==> config.mk <==
export PLATFORM = sky130hd
export DESIGN_NAME = heading_source_select_blend
export DESIGN_NICKNAME = d
export VERILOG_FILES = /design/src/sv/hssb_pkg.sv /design/src/sv/hssb_div.sv /design/src/sv/heading_source_select_blend.sv
export SDC_FILE = /design/constraint.sdc
export NUM_CORES = 2
export LEC_CHECK = 0
export BUFFER_PORTS_ARGS = -buffer_cell sky130_fd_sc_hd__buf_4
export CORE_ASPECT_RATIO = 0.6
export CORE_MARGIN = 8
export CORE_UTILIZATION = 45
export DETAILED_ROUTE_END_ITERATION = 8
export SETUP_SLACK_MARGIN = 0.5
export SLEW_MARGIN = 20
export SYNTH_ARGS = -nofsm -noshare
export SYNTH_HDL_FRONTEND = slang
export SYNTH_SLANG_ARGS = --single-unit
export TNS_END_PERCENT = 30
==> constraint.sdc <==
create_clock -name clk -period 14.2 [get_ports clk]
set_input_delay 2.13 -clock clk [delete_from_list [all_inputs] [get_ports clk]]
set_output_delay 2.13 -clock clk [all_outputs]
set_load 0.05 [all_outputs]
==> src/sv/hssb_pkg.sv <==
`default_nettype none
package hssb_pkg;

  // Heading units: centidegrees
  localparam logic [15:0] FULL_TURN = 16'd36000;
  localparam logic signed [16:0] FULL_TURN_S = 17'sd36000;
  localparam logic signed [16:0] HALF_TURN_S = 17'sd18000;

  // Source codes
  localparam logic [1:0] SRC_NONE    = 2'd0;
  localparam logic [1:0] SRC_FUSION  = 2'd1;
  localparam logic [1:0] SRC_COMPASS = 2'd2;

  // Selection modes
  localparam logic [1:0] MODE_AUTO    = 2'd0;
  localparam logic [1:0] MODE_COMPASS = 2'd1;
  localparam logic [1:0] MODE_FUSION  = 2'd2;
  localparam logic [1:0] MODE_DIAG    = 2'd3;

  // Configuration register indexes
  localparam logic CFG_SELECT_MODE = 1'b0;
  localparam logic CFG_BLEND_TIME  = 1'b1;

  // Blend divider geometry: magnitude of arc is at most 18000 (15 bits)
  localparam int MAG_W     = 15;
  localparam int TIME_W    = 32;
  localparam int PROD_W    = MAG_W + TIME_W;
  localparam int DIV_CNT_W = 4;

  typedef struct packed {
    logic busy;
    logic done;
  } div_stat_t;

  // Reduce a raw 16-bit heading into 0..35999
  function automatic logic [15:0] reduce_heading(input logic [15:0] hd);
    logic [15:0] res;
    res = (hd >= FULL_TURN) ? (hd - FULL_TURN) : hd;
    return res;
  endfunction

  // Shortest signed arc from one heading to another, -18000..17999
  function automatic logic signed [15:0] arc_between(input logic [15:0] from_hd,
                                                     input logic [15:0] to_hd);
    logic signed [16:0] d;
    d = $signed({1'b0, to_hd}) - $signed({1'b0, from_hd});
    if (d < 0) begin
      d = d + FULL_TURN_S;
    end
    if (d >= HALF_TURN_S) begin
      d = d - FULL_TURN_S;
    end
    return d[15:0];
  endfunction

endpackage
`default_nettype wire

==> src/sv/hssb_div.sv <==
`default_nettype none
// Restoring divider, one quotient bit per cycle. The caller guarantees the
// quotient fits in MAG_W bits (dividend < divisor << MAG_W).
module hssb_div (
  input  wire logic                             clk,
  input  wire logic                             rst_n,
  input  wire logic                             start,
  input  wire logic [hssb_pkg::PROD_W-1:0]      dividend,
  input  wire logic [hssb_pkg::TIME_W-1:0]      divisor,
  output hssb_pkg::div_stat_t                   stat,
  output logic      [hssb_pkg::MAG_W-1:0]       quotient
);

  logic [hssb_pkg::TIME_W-1:0]    rem_r;
  logic [hssb_pkg::MAG_W-1:0]     quo_r;
  logic [hssb_pkg::TIME_W-1:0]    div_r;
  logic [hssb_pkg::DIV_CNT_W-1:0] cnt_r;
  logic                           busy_r;
  logic                           done_r;

  logic [hssb_pkg::TIME_W:0] trial;
  logic [hssb_pkg::TIME_W:0] trial_sub;
  logic                      ge;
  logic [hssb_pkg::TIME_W-1:0] rem_nxt;

  // Shift in the next dividend bit and try the subtract
  always_comb begin
    trial     = {rem_r, quo_r[hssb_pkg::MAG_W-1]};
    ge        = (trial >= {1'b0, div_r});
    trial_sub = trial - {1'b0, div_r};
    rem_nxt   = ge ? trial_sub[hssb_pkg::TIME_W-1:0] : trial[hssb_pkg::TIME_W-1:0];
  end

  always_ff @(posedge clk) begin
    if (!rst_n) begin
      busy_r <= 1'b0;
      done_r <= 1'b0;
      cnt_r  <= '0;
    end else begin
      done_r <= 1'b0;
      if (start) begin
        // Upper part of the dividend is already below the divisor
        rem_r  <= dividend[hssb_pkg::PROD_W-1:hssb_pkg::MAG_W];
        quo_r  <= dividend[hssb_pkg::MAG_W-1:0];
        div_r  <= divisor;
        cnt_r  <= hssb_pkg::DIV_CNT_W'(hssb_pkg::MAG_W - 1);
        busy_r <= 1'b1;
      end else if (busy_r) begin
        rem_r <= rem_nxt;
        quo_r <= {quo_r[hssb_pkg::MAG_W-2:0], ge};
        cnt_r <= cnt_r - 1'b1;
        if (cnt_r == '0) begin
          busy_r <= 1'b0;
          done_r <= 1'b1;
        end
      end
    end
  end

  assign stat.busy = busy_r;
  assign stat.done = done_r;
  assign quotient  = quo_r;

endmodule
`default_nettype wire

==> src/sv/heading_source_select_blend.sv <==
`default_nettype none
// Heading source select and blend.
// Input channel (in_*): one word per sample with fusion and compass readings
// and a millisecond timestamp. Output channel (out_*): one result word per
// input word, carrying the chosen heading, its source, quality and an
// optional transition record. Both channels use valid/stall.
// Configuration (cfg_*): index 0 select mode, index 1 blend time in ms;
// write only while the block is idle.
// Sequence: a sample that needs no blend arithmetic goes from acceptance
// through evaluation to the output stage. A sample inside a running blend
// also goes through a multiply step, a divider start and the restoring
// divider. The block takes one sample at a time: in_stall stays high
// from acceptance until the result is loaded into the output register.
// Reset clears the mode, blend time, source tracking and blend state.
// A stalled result holds in the output register; a finished sample waits
// in the pending result registers until the output register frees up, and in_stall stays high meanwhile.
module heading_source_select_blend (
  input  wire logic               clk,
  input  wire logic               rst_n,
  input  wire logic               in_valid,
  output logic                    in_stall,
  input  wire logic               in_fusion_ok,
  input  wire logic        [15:0] in_fusion_heading,
  input  wire logic        [7:0]  in_fusion_quality,
  input  wire logic               in_compass_ok,
  input  wire logic        [15:0] in_compass_heading,
  input  wire logic        [7:0]  in_compass_quality,
  input  wire logic        [31:0] in_now_ms,
  output logic                    out_valid,
  input  wire logic               out_stall,
  output logic                    out_heading_ok,
  output logic             [15:0] out_heading_out,
  output logic             [1:0]  out_active_src,
  output logic             [7:0]  out_quality_out,
  output logic                    out_switch_event,
  output logic             [1:0]  out_switch_from,
  output logic             [1:0]  out_switch_to,
  output logic signed      [15:0] out_switch_diff,
  input  wire logic               cfg_wr_en,
  input  wire logic               cfg_index,
  input  wire logic        [31:0] cfg_wdata
);

  typedef enum logic [2:0] {
    S_IDLE,
    S_EVAL,
    S_MUL,
    S_DIVGO,
    S_DIV,
    S_FIN
  } state_t;

  state_t state_r;

  // Configuration
  logic [1:0]  mode_r;
  logic [31:0] blend_time_r;

  // Latched sample
  logic        f_ok_r, c_ok_r;
  logic [15:0] f_hd_r, c_hd_r;
  logic [7:0]  f_q_r, c_q_r;
  logic [31:0] now_r;

  // Tracking state
  logic [1:0]  cur_src_r;
  logic        blend_active_r;
  logic [31:0] blend_start_r;
  logic [31:0] blend_len_r;
  logic [15:0] blend_origin_r;
  logic [15:0] last_heading_r;

  // Blend arithmetic
  logic [hssb_pkg::MAG_W-1:0]  mag_r;
  logic                        neg_r;
  logic [31:0]                 elapsed_r;
  logic [hssb_pkg::PROD_W-1:0] prod_r;

  // Pending result
  logic               res_ok_r;
  logic [15:0]        res_hd_r;
  logic [1:0]         res_src_r;
  logic [7:0]         res_q_r;
  logic               res_ev_r;
  logic [1:0]         res_from_r;
  logic [1:0]         res_to_r;
  logic signed [15:0] res_diff_r;

  // Output register
  logic               out_valid_r;
  logic               out_ok_r;
  logic [15:0]        out_hd_r;
  logic [1:0]         out_src_r;
  logic [7:0]         out_q_r;
  logic               out_ev_r;
  logic [1:0]         out_from_r;
  logic [1:0]         out_to_r;
  logic signed [15:0] out_diff_r;

  // Divider
  logic                       div_start;
  hssb_pkg::div_stat_t        div_st;
  logic [hssb_pkg::MAG_W-1:0] div_q;

  // Evaluation terms
  logic [1:0]         desired;
  logic [15:0]        cand_hd;
  logic [7:0]         cand_q;
  logic               start_blend;
  logic               blend_on;
  logic [31:0]        bstart_eff;
  logic [31:0]        blen_eff;
  logic [15:0]        origin_eff;
  logic [31:0]        elapsed;
  logic               blend_end;
  logic signed [15:0] arc_new;
  logic signed [15:0] arc_blend;
  logic [15:0]        arc_mag;
  logic signed [16:0] ofs_sum;
  logic [15:0]        ofs_heading;
  logic               in_accept;
  logic               out_free;

  assign in_accept = in_valid && !in_stall;
  assign in_stall  = (state_r != S_IDLE);
  assign out_free  = !out_valid_r || !out_stall;
  assign div_start = (state_r == S_DIVGO);

  // Pick the desired source and work out the blend decision
  always_comb begin
    case (mode_r) inside
      hssb_pkg::MODE_COMPASS: desired = c_ok_r ? hssb_pkg::SRC_COMPASS : hssb_pkg::SRC_NONE;
      hssb_pkg::MODE_FUSION:  desired = f_ok_r ? hssb_pkg::SRC_FUSION : hssb_pkg::SRC_NONE;
      hssb_pkg::MODE_AUTO, hssb_pkg::MODE_DIAG: begin
        desired = f_ok_r ? hssb_pkg::SRC_FUSION
                         : (c_ok_r ? hssb_pkg::SRC_COMPASS : hssb_pkg::SRC_NONE);
      end
      default: desired = hssb_pkg::SRC_NONE;
    endcase
    cand_hd     = (desired == hssb_pkg::SRC_FUSION) ? f_hd_r : c_hd_r;
    cand_q      = (desired == hssb_pkg::SRC_FUSION) ? f_q_r : c_q_r;
    start_blend = (desired != cur_src_r) && !blend_active_r;
    blend_on    = blend_active_r || start_blend;
    bstart_eff  = start_blend ? now_r : blend_start_r;
    blen_eff    = start_blend ? blend_time_r : blend_len_r;
    origin_eff  = start_blend ? last_heading_r : blend_origin_r;
    elapsed     = now_r - bstart_eff;
    blend_end   = (blen_eff == '0) || (elapsed >= blen_eff);
    arc_new     = hssb_pkg::arc_between(last_heading_r, cand_hd);
    arc_blend   = hssb_pkg::arc_between(origin_eff, cand_hd);
    arc_mag     = (arc_blend < 0) ? 16'(-arc_blend) : 16'(arc_blend);
  end

  // Apply the quotient offset around the circle
  always_comb begin
    if (neg_r) begin
      ofs_sum = $signed({1'b0, blend_origin_r}) - $signed({2'b0, div_q});
      if (ofs_sum < 0) begin
        ofs_sum = ofs_sum + hssb_pkg::FULL_TURN_S;
      end
    end else begin
      ofs_sum = $signed({1'b0, blend_origin_r}) + $signed({2'b0, div_q});
      if (ofs_sum >= hssb_pkg::FULL_TURN_S) begin
        ofs_sum = ofs_sum - hssb_pkg::FULL_TURN_S;
      end
    end
    ofs_heading = ofs_sum[15:0];
  end

  hssb_div u_div (
    .clk      (clk),
    .rst_n    (rst_n),
    .start    (div_start),
    .dividend (prod_r),
    .divisor  (blend_len_r),
    .stat     (div_st),
    .quotient (div_q)
  );

  always_ff @(posedge clk) begin
    if (!rst_n) begin
      state_r        <= S_IDLE;
      mode_r         <= hssb_pkg::MODE_AUTO;
      blend_time_r   <= '0;
      cur_src_r      <= hssb_pkg::SRC_NONE;
      blend_active_r <= 1'b0;
      blend_start_r  <= '0;
      blend_len_r    <= '0;
      blend_origin_r <= '0;
      last_heading_r <= '0;
      out_valid_r    <= 1'b0;
    end else begin
      // Take configuration writes
      if (cfg_wr_en) begin
        unique case (cfg_index)
          hssb_pkg::CFG_SELECT_MODE: mode_r       <= cfg_wdata[1:0];
          hssb_pkg::CFG_BLEND_TIME:  blend_time_r <= cfg_wdata;
          default: ;
        endcase
      end

      // Drop the output word once taken
      if (out_valid_r && !out_stall) begin
        out_valid_r <= 1'b0;
      end

      unique case (state_r)
        S_IDLE: begin
          if (in_accept) begin
            f_ok_r  <= in_fusion_ok;
            f_hd_r  <= hssb_pkg::reduce_heading(in_fusion_heading);
            f_q_r   <= in_fusion_quality;
            c_ok_r  <= in_compass_ok;
            c_hd_r  <= hssb_pkg::reduce_heading(in_compass_heading);
            c_q_r   <= in_compass_quality;
            now_r   <= in_now_ms;
            state_r <= S_EVAL;
          end
        end

        S_EVAL: begin
          res_ev_r   <= 1'b0;
          res_from_r <= hssb_pkg::SRC_NONE;
          res_to_r   <= hssb_pkg::SRC_NONE;
          res_diff_r <= '0;
          state_r    <= S_FIN;
          if (desired == hssb_pkg::SRC_NONE) begin
            // All sources lost
            res_ok_r       <= 1'b0;
            res_hd_r       <= '0;
            res_src_r      <= hssb_pkg::SRC_NONE;
            res_q_r        <= '0;
            res_ev_r       <= (cur_src_r != hssb_pkg::SRC_NONE);
            res_from_r     <= cur_src_r;
            cur_src_r      <= hssb_pkg::SRC_NONE;
            blend_active_r <= 1'b0;
          end else if (cur_src_r == hssb_pkg::SRC_NONE) begin
            // First source after none: snap
            res_ok_r       <= 1'b1;
            res_q_r        <= cand_q;
            res_src_r      <= desired;
            res_hd_r       <= cand_hd;
            cur_src_r      <= desired;
            last_heading_r <= cand_hd;
          end else begin
            res_ok_r  <= 1'b1;
            res_q_r   <= cand_q;
            res_src_r <= start_blend ? desired : cur_src_r;
            if (start_blend) begin
              blend_start_r  <= now_r;
              blend_len_r    <= blend_time_r;
              blend_origin_r <= last_heading_r;
              cur_src_r      <= desired;
              res_ev_r       <= 1'b1;
              res_from_r     <= cur_src_r;
              res_to_r       <= desired;
              res_diff_r     <= arc_new;
            end
            if (blend_on && !blend_end) begin
              // Blend in progress: scale the arc by elapsed time
              blend_active_r <= 1'b1;
              mag_r          <= arc_mag[hssb_pkg::MAG_W-1:0];
              neg_r          <= (arc_blend < 0);
              elapsed_r      <= elapsed;
              state_r        <= S_MUL;
            end else begin
              blend_active_r <= 1'b0;
              res_hd_r       <= cand_hd;
              last_heading_r <= cand_hd;
            end
          end
        end

        S_MUL: begin
          prod_r  <= hssb_pkg::PROD_W'(mag_r) * hssb_pkg::PROD_W'(elapsed_r);
          state_r <= S_DIVGO;
        end

        S_DIVGO: begin
          state_r <= S_DIV;
        end

        S_DIV: begin
          if (div_st.done) begin
            res_hd_r       <= ofs_heading;
            last_heading_r <= ofs_heading;
            state_r        <= S_FIN;
          end
        end

        S_FIN: begin
          // Hold until the output register frees up
          if (out_free) begin
            out_valid_r <= 1'b1;
            out_ok_r    <= res_ok_r;
            out_hd_r    <= res_hd_r;
            out_src_r   <= res_src_r;
            out_q_r     <= res_q_r;
            out_ev_r    <= res_ev_r;
            out_from_r  <= res_from_r;
            out_to_r    <= res_to_r;
            out_diff_r  <= res_diff_r;
            state_r     <= S_IDLE;
          end
        end

        default: state_r <= S_IDLE;
      endcase
    end
  end

  assign out_valid        = out_valid_r;
  assign out_heading_ok   = out_ok_r;
  assign out_heading_out  = out_hd_r;
  assign out_active_src   = out_src_r;
  assign out_quality_out  = out_q_r;
  assign out_switch_event = out_ev_r;
  assign out_switch_from  = out_from_r;
  assign out_switch_to    = out_to_r;
  assign out_switch_diff  = out_diff_r;

  // A running blend always has a source behind it
  a_blend_has_src: assert property (@(posedge clk) disable iff (!rst_n)
    blend_active_r |-> (cur_src_r != hssb_pkg::SRC_NONE))
    else $error("blend active with no source");

  // Emitted headings stay on the circle
  a_heading_range: assert property (@(posedge clk) disable iff (!rst_n)
    out_valid_r |-> (out_hd_r < hssb_pkg::FULL_TURN))
    else $error("heading out of range");

  // An invalid result carries zero heading and quality
  a_invalid_zero: assert property (@(posedge clk) disable iff (!rst_n)
    (out_valid_r && !out_ok_r) |-> ((out_hd_r == '0) && (out_q_r == '0)))
    else $error("invalid result with nonzero fields");

  // No record means empty record fields
  a_no_event_zero: assert property (@(posedge clk) disable iff (!rst_n)
    (out_valid_r && !out_ev_r) |->
      ((out_from_r == hssb_pkg::SRC_NONE) && (out_to_r == hssb_pkg::SRC_NONE) &&
       (out_diff_r == '0)))
    else $error("record fields set without an event");

  // Divider completion moves the sequencer on to the output stage
  a_div_to_fin: assert property (@(posedge clk) disable iff (!rst_n)
    ((state_r == S_DIV) && div_st.done) |=> (state_r == S_FIN))
    else $error("divider result not taken");

endmodule
`default_nettype wire
==> impl_metrics.ini <==
[clock_network]
path_clk_slew_ps = 70
post_cts.resized_instances = 0
htree_levels = 2
cts-hold-fix-buffers = 0
tritoncts = yes
clock_insertion_delay_worst_skew_ps = 630
cts_inserted_buffers = 50
cts_setup_buffers = 0
cts-root-buf = clkbuf_16
cts.path.max_buffers = 3
cts.sink_count = 495

[timing]
timing_worst_slew_pin_value_ps = 1200
fin_tns_setup_ps = 0
final_number_of_setup_violating_endpoints = 0
skew_ps = 43.3
grt_setup_unrepaired = false
fin_crit_sh_pct = 60.2
final_max_slew_viol_count = 0
timing.final.crit_period_ps = 8540
maxClockFrequency_mhz = 117
hold_viol = 0
slew_headroom_pct = 17.5

[power_and_ir_drop]
cellPowerDensity_nw_per_um2 = 92.7
vdd.ir_drop.worst_v = 0.0000976
power.sequential.fraction_pct = 38.1
swShare_pct = 32.5
internal-power_uw = 2890
power.switching_uw = 1390
share_clk_of_total_power_pct = 32.8
p_comb_share_pct = 29.1
p_leak_uw = 0.0194

[routing]
wl_per_cell_um = 22.5
postRouteWirelength_mm = 127
remaining_drc_errors = 0
routed_vias_inst = 5.50
vias = 31000
final_antenna_net_count = 0
drt-pass1-iter-count = 6
number_of_violations_reported_at_the_end_of_detailed_routing_iteration_0 = 3045

[die]
top_level_ports = 170
fp.dieW_um = 410
core_area_um2 = 92000
core.rowCount = 86
die_height_um = 252
design.die.area_um2 = 103000
floorplan.initialDensity_pct = 45.5

[worst_setup_path]
worst_r2r_path_depth = 36
worst_path_max_delay_cell = buf_4
timing.setup.critical_path_class = register to register
timing.rr.start = mode_r[0]
worstPathArrival_ps = 9000
worstPathRequired_ps = 14660
reg2reg_to = last_heading_r[5]
critical_path.endpoint = last_heading_r[5]
crit_path_max_fanout = 45
timing.reg2reg.setup_slack_ps = 5660
end_kind = register
worstSetupStartpoint = mode_r[0]
critPathLaunchType = register
cp_common_cell = o21ai_0
delay_of_the_slowest_cell_on_the_worst_path_ps = 600

[synthesis]
async_flop_share_pct = 0
synth_area_leaders = edfxtp_1 (25%), fa_1 (19%), ha_1 (8.5%)
synthesis.area_um2 = 41900
synth.ff_latch_count = 495
synth.yosys.seq_area_share_pct = 32.1
synth_edf_count = 352
synthDominantCellAreaShare_pct = 25.2
synth_nets = 5067
synth_area_per_cell_um2 = 9.81
synth-warning-count = 0
synthesis.instances = 4268
synth_top_cell_by_area = edfxtp_1
postSynth.topFlopCell = edfxtp_1
post_synth_num_cell_types = 107

[global_routing]
global_route_wire_length_before_repair_mm = 191
gr-total-overflow = 0
groute.usage.overall_pct = 24.1
grt_start_max_net_pins = 99
first_global_vias = 29800
antenna_found_initial = 9

[place]
placedCellCount = 5546
placer_congestion = 0.929
port_buffers = 169
dpl.hpwl_mm = 100

[cells_and_area]
num-fill-cells = 8486
most_common_cell_after_layout_fill_and_taps_aside = nand2_1
finalNonFillerCells = 5641
layout-drive-gt1-share_pct = 8.85
mostFrequentLayoutCells = nand2_1 (535), inv_1 (453), fa_1 (394)
nNetsFinal = 5165
syn2layout_area_growth_pct = 10.4

[flow_run]
drv.max_cap_violation_count = 0

[min_path]
min_from = res_diff_r[2]
worstHoldPathType = register to register

[run_status]
outcome = finished clean
metal layers:
layer	routed length (um)	vias up	GRT usage [%]
met2	43700	1137	28.6
met5	204	-	0
met1	63700	15200	38.1
met4	1810	12	3.58
met3	17300	123	12.2
li1	-	14600	-
how the worst min path moves through the flow:
| stage | depth (start not counted) | to |
|---|---|---|
| after CTS | 0 | out_switch_diff[2] |
| after detailed placement | 0 | out_switch_to[1] |
| final | 0 | out_switch_diff[2] |
| after floorplan | 0 | out_active_src[0] |
| after global routing | 0 | out_switch_diff[2] |
| after global placement | 0 | out_switch_diff[0] |
registers in the layout (all words and copies together), names as in the netlist, 32 cells and up:
signal,flops
now_r,32
u_div.div_r,32
u_div.rem_r,32
blend_start_r,32
blend_len_r,32
prod_r,47
blend_time_r,32
elapsed_r,32
synthesized netlist by cell type, types with 6 or more instances:
cell      instances
xnor2_1         151
clkbuf_1        162
nand3b_1          6
fa_1            394
and3_1           13
o22ai_1           7
dfxtp_1         143
nand2_1         536
ha_1            285
a21boi_0          6
o21ai_0         149
or3_1            22
nor3b_1           7
a21o_1           71
o31ai_1          14
mux2i_1         108
nor2_1          299
o211ai_1         20
a31oi_1          27
nor4_1           21
nand3_1          32
o21bai_1         28
nor2b_1          42
o21ai_1          15
buf_1            13
and2_1          202
nand2b_1         29
o31a_1            6
or2_2            11
a21oi_1         233
a221oi_1          7
o21a_1           37
inv_1           454
nor3_1           43
a22o_1            8
o21ai_2           6
nand4_1          25
edfxtp_1        352
xor2_1           75
a211oi_1         93
power groups by stage:
stage	Clock (uW)	Sequential, uW	Combinational [uW]
final	1400	1630	1250
after global routing	1490	1630	1360
after CTS	1430	1630	1220
after detailed placement	0	1660	1220
after global placement	0	1660	1200
after floorplan	0	1650	928
critical path, delay by kind of cell, from the launching register on:
kind,cells,cell delay [ps]
xor gates and xnor gates,2,420
muxes,1,420
AOI/OAI and AO/OA,16,3440
DFF,1,340
buffers and inverters,5,1340
and+or+nand+nor,8,1200
adders and majority gates,4,1220
layout make-up:
cell class                 instances  area (um^2)  area share (%)
antenna                            2         5.00          0.0108
inverter                         456         1710            3.71
timing repair buffer             227         1710            3.70
tap                             1232         1540            3.34
multi-input combinational       3136        26100            56.5
clock inverter                    29          338           0.731
sequential                       495        13400            29.1
clock buffer                      64         1360            2.95
per-stage QoR:
step	hold slack, ps	instance area [um^2]	total power (uW)	util [%]	setup slack [ps]
after CTS	416	46200	4290	50.2	5620
after detailed placement	405	44500	2880	48.4	5850
after global routing	421	46200	4480	50.2	4720
final	411	46200	4280	50.2	5660
after global placement	402	44500	2870	48.3	6050
after floorplan	400	41900	2580	-	3970
logic make-up after synthesis:
family / Yosys count / synth area share [%]
AND/OR/NAND/NOR: 1318 / 14.7
multiplexers: 112 / 2.70
adder cells (fa/ha/maj): 679 / 27.4
AO/OA/AOI/OAI: 795 / 12.4
XOR/XNOR: 232 / 4.99
flip-flops: 495 / 32.1
buffers and inverters: 637 / 5.74
Note: power is estimated with default switching activity, not from simulation.
